File: config.mk
export PLATFORM = sky130hd
export DESIGN_NAME = edff_seq
export DESIGN_NICKNAME = d
export VERILOG_FILES = /design/src/hw/rtl/edff_pkg.sv /design/src/hw/rtl/edff_seq.sv
export SDC_FILE = /design/constraint.sdc
export NUM_CORES = 1
export LEC_CHECK = 0
export ABC_CLOCK_PERIOD_IN_PS = 2400
export BUFFER_PORTS_ARGS = -buffer_cell sky130_fd_sc_hd__buf_4
export CAP_MARGIN = 10
export CORE_AREA = 2 2 39 41
export DETAILED_ROUTE_END_ITERATION = 8
export DIE_AREA = 0 0 41 43
export GPL_TIMING_DRIVEN = 0
export PLACE_DENSITY = 0.63
export SYNTH_ARGS = -nofsm -noshare
export SYNTH_HDL_FRONTEND = slang
export SYNTH_SLANG_ARGS = --single-unit
File: constraint.sdc
create_clock -name clk -period 2.4 [get_ports clk]
set_input_delay 0.6 -clock clk [delete_from_list [all_inputs] [get_ports clk]]
set_output_delay 0.6 -clock clk [all_outputs]
set_load 0.03 [all_outputs]
File: src/hw/rtl/edff_pkg.sv
// shared types, constants, microcode program and helpers of the echo delay unit
`timescale 1ns / 1ps
`default_nettype none

package edff_pkg;

  // field and datapath widths
  localparam int SAMPLE_W = 16;
  localparam int IN_W     = 19;
  localparam int TAP_W    = 8;
  localparam int NUM_TAPS = 8;
  localparam int HIST_AW  = 3;
  localparam int GAIN_W   = 10;
  localparam int LEN_W    = 14;
  localparam int ACC_W    = 27;
  localparam int MUL_A_W  = 19;
  localparam int PROD_W   = 29;
  localparam int SUM_W    = 22;
  localparam int CFG_W    = 64;
  localparam int CFG_AW   = 2;
  localparam int STEP_W   = 3;

  // configuration register indexes
  localparam logic [CFG_AW-1:0] CFG_DELAY_LENGTH  = 2'd0;
  localparam logic [CFG_AW-1:0] CFG_FEEDBACK_GAIN = 2'd1;
  localparam logic [CFG_AW-1:0] CFG_ECHO_VOLUME   = 2'd2;
  localparam logic [CFG_AW-1:0] CFG_FIR_TAPS      = 2'd3;

  // configuration reset values
  localparam logic [LEN_W-1:0]         RST_DELAY_LENGTH  = 14'd4180;
  localparam logic signed [GAIN_W-1:0] RST_FEEDBACK_GAIN = 10'sd150;
  localparam logic signed [GAIN_W-1:0] RST_ECHO_VOLUME   = 10'sd96;
  localparam logic [CFG_W-1:0]         RST_FIR_TAPS      = 64'h0E12161A1E222830;

  // shared multiplier operand select
  typedef enum logic [1:0] {
    MUL_NONE,
    MUL_TAP,
    MUL_FB,
    MUL_VOL
  } mul_sel_t;

  // conditional jump kinds
  typedef enum logic [1:0] {
    JMP_NONE,
    JMP_TAP_LOOP,
    JMP_OUT_WAIT
  } jmp_t;

  typedef logic [STEP_W-1:0] step_t;

  // program steps
  localparam step_t STEP_READ = 3'd0;
  localparam step_t STEP_HIST = 3'd1;
  localparam step_t STEP_MAC  = 3'd2;
  localparam step_t STEP_ACC  = 3'd3;
  localparam step_t STEP_FB   = 3'd4;
  localparam step_t STEP_WR   = 3'd5;
  localparam step_t STEP_OUT  = 3'd6;

  // one control word
  typedef struct packed {
    logic     hist_wr;
    logic     acc_clr;
    logic     acc_add;
    mul_sel_t mul_sel;
    logic     mem_wr;
    logic     out_ld;
    jmp_t     jmp;
    step_t    target;
    logic     last;
  } ctrl_t;

  // datapath status seen by the sequencer
  typedef struct packed {
    logic tap_last;
    logic out_full;
  } stat_t;

  // microcode rom
  function automatic ctrl_t ucode(input step_t s);
    ctrl_t w;
    w = '0;
    case (s)
      STEP_READ: begin
      end
      STEP_HIST: begin
        w.hist_wr = 1'b1;
        w.acc_clr = 1'b1;
      end
      STEP_MAC: begin
        w.mul_sel = MUL_TAP;
        w.acc_add = 1'b1;
        w.jmp     = JMP_TAP_LOOP;
        w.target  = STEP_MAC;
      end
      STEP_ACC: begin
        w.acc_add = 1'b1;
      end
      STEP_FB: begin
        w.mul_sel = MUL_FB;
      end
      STEP_WR: begin
        w.mem_wr  = 1'b1;
        w.mul_sel = MUL_VOL;
      end
      STEP_OUT: begin
        w.out_ld = 1'b1;
        w.jmp    = JMP_OUT_WAIT;
        w.target = STEP_OUT;
        w.last   = 1'b1;
      end
      default: begin
        w.last = 1'b1;
      end
    endcase
    return w;
  endfunction

  // saturate to signed 16 bits
  function automatic logic signed [SAMPLE_W-1:0] sat16(input logic signed [SUM_W-1:0] v);
    logic signed [SAMPLE_W-1:0] r;
    if (v > 22'sd32767) begin
      r = 16'sh7FFF;
    end else if (v < -22'sd32768) begin
      r = -16'sh8000;
    end else begin
      r = v[SAMPLE_W-1:0];
    end
    return r;
  endfunction

endpackage

`default_nettype wire

File: src/hw/rtl/edff_seq.sv
// microcode sequencer: step counter, control rom and conditional jumps
`timescale 1ns / 1ps
`default_nettype none

module edff_seq (
  input  wire logic            clk,
  input  wire logic            rst_n,
  input  wire logic            start_i,
  input  wire edff_pkg::stat_t stat_i,
  output logic                 busy_o,
  output edff_pkg::ctrl_t      ctrl_o
);

  logic              busy_r, busy_nxt;
  edff_pkg::step_t   step_r, step_nxt;
  edff_pkg::ctrl_t   word;
  logic              take;

  assign word = edff_pkg::ucode(step_r);

  // jump condition
  always_comb begin
    case (word.jmp)
      edff_pkg::JMP_TAP_LOOP: take = !stat_i.tap_last;
      edff_pkg::JMP_OUT_WAIT: take = stat_i.out_full;
      default:                take = 1'b0;
    endcase
  end

  // gated control word
  always_comb begin
    ctrl_o = '0;
    if (busy_r) begin
      ctrl_o = word;
      if (take) begin
        ctrl_o.out_ld = 1'b0;
      end
    end
  end

  // next step
  always_comb begin
    busy_nxt = busy_r;
    step_nxt = step_r;
    if (!busy_r) begin
      if (start_i) begin
        busy_nxt = 1'b1;
        step_nxt = edff_pkg::STEP_READ;
      end
    end else if (take) begin
      step_nxt = word.target;
    end else if (word.last) begin
      busy_nxt = 1'b0;
    end else begin
      step_nxt = edff_pkg::step_t'(step_r + 1'b1);
    end
  end

  always_ff @(posedge clk) begin
    if (!rst_n) begin
      busy_r <= 1'b0;
      step_r <= edff_pkg::STEP_READ;
    end else begin
      busy_r <= busy_nxt;
      step_r <= step_nxt;
    end
  end

  assign busy_o = busy_r;

endmodule

`default_nettype wire

==> results of run 1 <==
## kinds of logic after synthesis
kind of cell               Yosys count  synth area share [%]
AOI/OAI and AO/OA                    7                  13.0
adders and majority gates            7                  20.2
buffers and inverters               10                  12.1
DFF                                  4                  18.4
muxes                                2                  4.61
other                                1                 0.864
and+or+nand+nor                     25                  30.8
## cell usage in the layout (no fill, tap or decap), types with 2 or more instances in the layout
cell       n
ha_1       6
mux2i_1    2
and3_1     2
buf_4     20
nor2_1     4
dfxtp_1    2
or2_1      2
nor3_2     2
nand2_1    5
inv_1      2
nand3_1    2
inv_2      3
clkbuf_4   3
dfxtp_2    2
## what timing repair did
item                                    CTS  global route
endpoints found under the setup margin    1             1
pin swaps                                 0             1
resized for setup                         2             4
## metrics by stage
step	hold WS, ns	power (µW)	cells
after global routing	0.528	225	92
final	0.490	212	92
after global placement	0.510	133	89
after CTS	0.490	215	92
after floorplan	0.485	114	56
after detailed placement	0.516	133	89
## worst paths after layout
check,from,end,slack [ns]
min,step_r[0],step_r[0],0.49
max,step_r[0],ctrl_o[0],0.08
max reg2reg,step_r[0],busy_o,0.44
min reg2reg,step_r[0],step_r[0],0.49
## power breakdown
part	internal (µW)	total [µW]	switching, µW
clock	55.6	78.3	22.7
combinational	24.8	59.8	35.0
sequential	70.6	73.5	2.88
total	151	212	60.6
## area by class of cell
class / count / area [µm²]
plain buffers: 5 / 37.5
clock buffers: 3 / 22.5
fillers: 149 / 752
inverters: 5 / 18.8
multi-input cells: 42 / 323
flip-flops and latches: 4 / 82.6
well taps: 16 / 20.0
repair buffers: 17 / 128
## sequential cells by signal, indices dropped and copies added (netlist names)
signal,flops
busy_o,1
step_r,3
## worst register-to-register path, stage by stage (launching register included)
cell	delay, ns
dfxtp_2	0.33
ha_1	0.20
ha_1	0.19
or4_4	0.52
a221o_1	0.43
and2_1	0.18
## routing by layer
layer	wire [µm]	part of all wire (%)
met1	410	45
met2	428	47
met3	71	7.8
met4	0	0
met5	0	0
==> summary.txt, run 1 <==
Status
  • Outcome: completed

Synthesis
  • Cell taking the most area after synthesis: ha_1
  • Flops & latches, synth: 4
  • Post-Synthesis Cells: 56
  • EDFF count, synth: 0
  • Sequential area share after synthesis: between 15 and 20%
  • Async S/R FF share, synth: 0%
  • Synth Area per Inst: between 7 and 8 µm²
  • Unique masters post-synth: 27
  • Post-Syn Nets: 68
  • Post-synth top area share: about a fifth
  • Post-synth top cells: 7 x ha_1, 5 x nand2_1, 5 x nor2_1, 4 x buf_4, 4 x dfxtp_1
  • Syn Std Cell Area: 434 µm²
  • YS warnings: 0
  • Count leader, synth: ha_1
  • Top cells by area, synth: ha_1 20%, dfxtp_1 18%, buf_4 6.9%
  • Prevailing post-synth register cell: dfxtp_1

Global route
  • Number of global-route vias before repair: approximately 360
  • All-Layer GR Usage: about 11%
  • Largest net degree at the start of global routing: 10
  • Met2 Use GR: 18.1%
  • Total gr overflow: 0
  • M1 GR Usage: 13.9%
  • First-pass GRT wire length: approximately 1400 µm
  • Initial antenna violation count: 0
  • GRT Max-Usage Layer: met2
  • GRT met3 Usage: under 10%

CTS
  • Root buffer cell: clkbuf_4
  • Skew-Pair Late Insertion Delay: roughly 0.23 ns
  • CTS buffer count: 3
  • CTS tree: yes
  • # hold bufs at CTS: 0
  • Worst-case clock buffer depth: 2
  • Worst-path clk slew: 0.03 ns
  • Post-CTS setup buffer count: 0
  • H-tree depth: 1
  • Clock Sinks: 4

STA
  • Period utilization: 96.8%
  • Final setup fails: 0
  • Fmax: 431 MHz
  • PnR worst setup slack: slightly below 0.08 ns
  • Slew Viols, Final: 0
  • Final setup TNS: 0 ns
  • Clk_skew: ~0.0017 ns
  • RSZ-0062 raised after global routing: no
  • Final Critical Period: about 2.3 ns
  • Final Hold Viols: 0

Setup path
  • Critical Path Sink Type: primary output
  • Most used cell, CP: ha_1
  • CP startpoint kind: flip-flop
  • Crit path buf inv count: 1
  • FF-to-FF path depth: 5
  • Data required time of the worst path: about 1.8 ns
  • Crit-path max FO: 5
  • CP Depth: 5
  • Slowest cell on the critical path: or4_4
  • Crit-path cells: ha_1 -> ha_1 -> or4_4 -> nor2_2 -> buf_4
  • Worst Path Class, Setup: flip-flop to primary output
  • CP arrival: between 1.5 and 2 ns
  • Max incr delay on CP: 0.52 ns
  • Largest delay contributor family on the critical path: simple AND/OR/NAND/NOR gates

Drt
  • DRT Pass-1 Iters: 3
  • Vias per cell: between 4 and 5
  • Routed WL per cell: about 9.9 µm
  • Via Count: roughly 430
  • Drt initial violations: 3
  • Antenna-violating nets left: 0
  • DR DRC count: 0
  • Final wirelength: 910 µm

Power and ir drop
  • Leakage dissipation: 0.000293 µW
  • Peak VDD IR: 0.227 mV
  • Pwr Density: 335 nW/µm²

Floorplan
  • Core outline area: 1380 µm²
  • Initial Utilization: between 30% and 40%
  • Die area: between 1500 and 2000 µm²
  • # IOs: 19
  • # rows: 14
  • DIE HEIGHT: ~43 µm
  • Die Width: a little over 40 µm

Placed design
  • HPWL after detailed placement: 780 µm
  • Worst slack, placed: around 0.18 ns
  • Gpl congestion: slightly below 0.8
  • Placed cell area: between 500 and 600 µm²
  • Port buffer count: 17

Job
  • Max-cap viol count: 0

Cells and area
  • Fin util: 45.7%
  • Area growth from synthesis to layout: 45.5%
  • Final #Nets: 90
  • Share of cells above drive strength 1: 47.4%
  • Design area: approximately 630 µm²
  • # diodes: 0

Min path
  • Worst hold path cell count: 2
  • Hold Path Class: flip-flop to flip-flop
Note: power is estimated with default switching activity, not from simulation.
==> run 2: changes to the inputs <==
--- a/config.mk
+++ b/config.mk
@@ -11,7 +11,6 @@
 export CORE_AREA = 2 2 39 41
 export DETAILED_ROUTE_END_ITERATION = 8
 export DIE_AREA = 0 0 41 43
-export GPL_TIMING_DRIVEN = 0
 export PLACE_DENSITY = 0.63
 export SYNTH_ARGS = -nofsm -noshare
 export SYNTH_HDL_FRONTEND = slang
==> summary.txt, run 2 (same netlist as run 1, synthesis figures left out) <==
Global route
  • First-pass GRT wire length: around 1500 µm
  • Initial antenna violation count: 0
  • Total gr overflow: 0
  • All-Layer GR Usage: between 10% and 20%
  • Largest net degree at the start of global routing: 11
  • Number of global-route vias before repair: approximately 370

Setup path
  • RR Startpoint: step_r[0]
  • Worst R2R Setup Slack: between 0.3 and 0.4 ns
  • FF-to-FF path depth: 6
  • Critical Path Sink: ctrl_o[0]
  • Crit-path max FO: 5
  • Worst reg2reg endpoint: busy_o
  • CP startpoint kind: flip-flop
  • Worst Setup SP: step_r[0]
  • CP arrival: 1.71 ns
  • Critical Path Sink Type: primary output
  • Data required time of the worst path: 1.80 ns
  • Worst Path Class, Setup: flip-flop to primary output

Power and ir drop
  • P_int: around 150 µW
  • Peak VDD IR: approximately 0.22 mV
  • Flop pwr share: 35.9%
  • Clock share of power: 37.7%
  • Combinational power share: a little over a quarter
  • Pwr Density: ~350 nW/µm²
  • Switch Pwr: about 63 µW
  • Sw Ratio: between 20 and 30%
  • Leakage dissipation: 0.000279 µW

Cells and area
  • Share of cells above drive strength 1: 43.8%
  • Reg with most FFs: step_r
  • # diodes: 0
  • Commonest non-fill, non-tap cells in the layout: 18 x buf_4, 6 x ha_1, 5 x nand2_1
  • Final #Nets: 87
  • Commonest non-fill, non-tap cell in the layout: buf_4
  • Area growth from synthesis to layout: 40.9%
  • Max reg flops: 3

Floorplan
  • DIE HEIGHT: roughly 43 µm
  • Initial Utilization: 31.4%
  • # IOs: 19
  • Die area: around 1800 µm²
  • Die Width: between 40 and 50 µm
  • Core outline area: approximately 1400 µm²
  • # rows: 14

STA
  • Final Hold Viols: 0
  • Fmax: about 430 MHz
  • Period utilization: approximately 96%
  • RSZ-0062 raised after global routing: no
  • Final setup fails: 0
  • Clk_skew: approximately 0.0018 ns
  • PnR worst setup slack: just under 0.09 ns
  • Final setup TNS: 0 ns
  • Slew Viols, Final: 0
  • Final Critical Period: ~2.3 ns

CTS
  • Clock Sinks: 4
  • CTS tree: yes
  • Worst-path clk slew: 0.04 ns
  • Skew-Pair Late Insertion Delay: between 0.2 and 0.25 ns
  • Root buffer cell: clkbuf_4
  • CTS buffer count: 3
  • Worst-case clock buffer depth: 2
  • H-tree depth: 1

Drt
  • Antenna-violating nets left: 0
  • DRT Pass-1 Iters: 4
  • Drt initial violations: 12
  • Routed WL per cell: ~11 µm
  • Final wirelength: roughly 1000 µm
  • Via Count: 430
  • DR DRC count: 0
  • Vias per cell: 4.83

Placed design
  • Gpl congestion: approximately 0.77
  • Port buffer count: 17
  • HPWL after detailed placement: about 800 µm
  • Worst slack, placed: approximately 0.18 ns

Job
  • Max-cap viol count: 0

Status
  • Outcome: completed

Min path
  • Hold Path Class: flip-flop to flip-flop
-- run 2: worst min path at each step --
stage / startpoint / endpoint / slack, ns / cells past startpoint
2_1_floorplan: step_r[0] / step_r[0] / 0.48 / 2
5_1_grt: step_r[0] / step_r[0] / 0.53 / 2
3_5_place_dp: step_r[0] / step_r[0] / 0.51 / 2
3_3_place_gp: step_r[0] / step_r[0] / 0.50 / 2
6_report: step_r[0] / step_r[0] / 0.49 / 2
4_1_cts: step_r[0] / step_r[0] / 0.49 / 2
-- run 2: through the flow --
stage | instance area (µm²) | cells | power (µW) | hold slack, ns | utilization (%)
3_3_place_gp | 572 | 85 | 131 | 0.505 | 41.3
2_1_floorplan | 450 | 56 | 114 | 0.485 | -
6_report | 612 | 89 | 214 | 0.485 | 44.2
3_5_place_dp | 572 | 85 | 131 | 0.513 | 41.3
5_1_grt | 612 | 89 | 230 | 0.534 | 44.2
4_1_cts | 598 | 88 | 217 | 0.488 | 43.2
-- run 2: power groups by stage --
stage	registers, µW	clock network [µW]	logic [µW]
after detailed placement	77.3	0	53.4
after global routing	77.5	90.6	61.6
final	76.8	80.6	56.7
after global placement	77.1	0	53.5
after floorplan	76.8	0	37.6
after CTS	76.5	85.6	54.5
-- run 2: worst max-delay path, stage by stage (launching register included) --
cell	delay (ns)
dfxtp_2	0.33
ha_1	0.20
ha_1	0.19
or4_4	0.52
nor2_2	0.11
buf_6	0.14
-- run 2: final cells by class --
cell class	count	area, µm²
Clock buffer	3	22.5
Fill cell	149	772
Inverter	5	18.8
Multi-Input combinational cell	42	323
Sequential cell	4	81.3
Tap cell	16	20.0
Timing Repair Buffer	19	146
-- run 2: what timing repair did --
action                                  CTS  global route
pin swaps                                 0             1
hold buffers                              0             0
endpoints found under the setup margin    1             1
setup buffers                             0             1
resized for setup                         2             2
-- run 2: routing by layer --
metal | GRT usage, % | vias up | routed length [µm]
li1 | - | 222 | -
met1 | 14.5 | 186 | 436
met2 | 21.3 | 22 | 493
met3 | 1.57 | 0 | 87
met4 | 8.00 | 0 | 0
met5 | 0 | - | 0
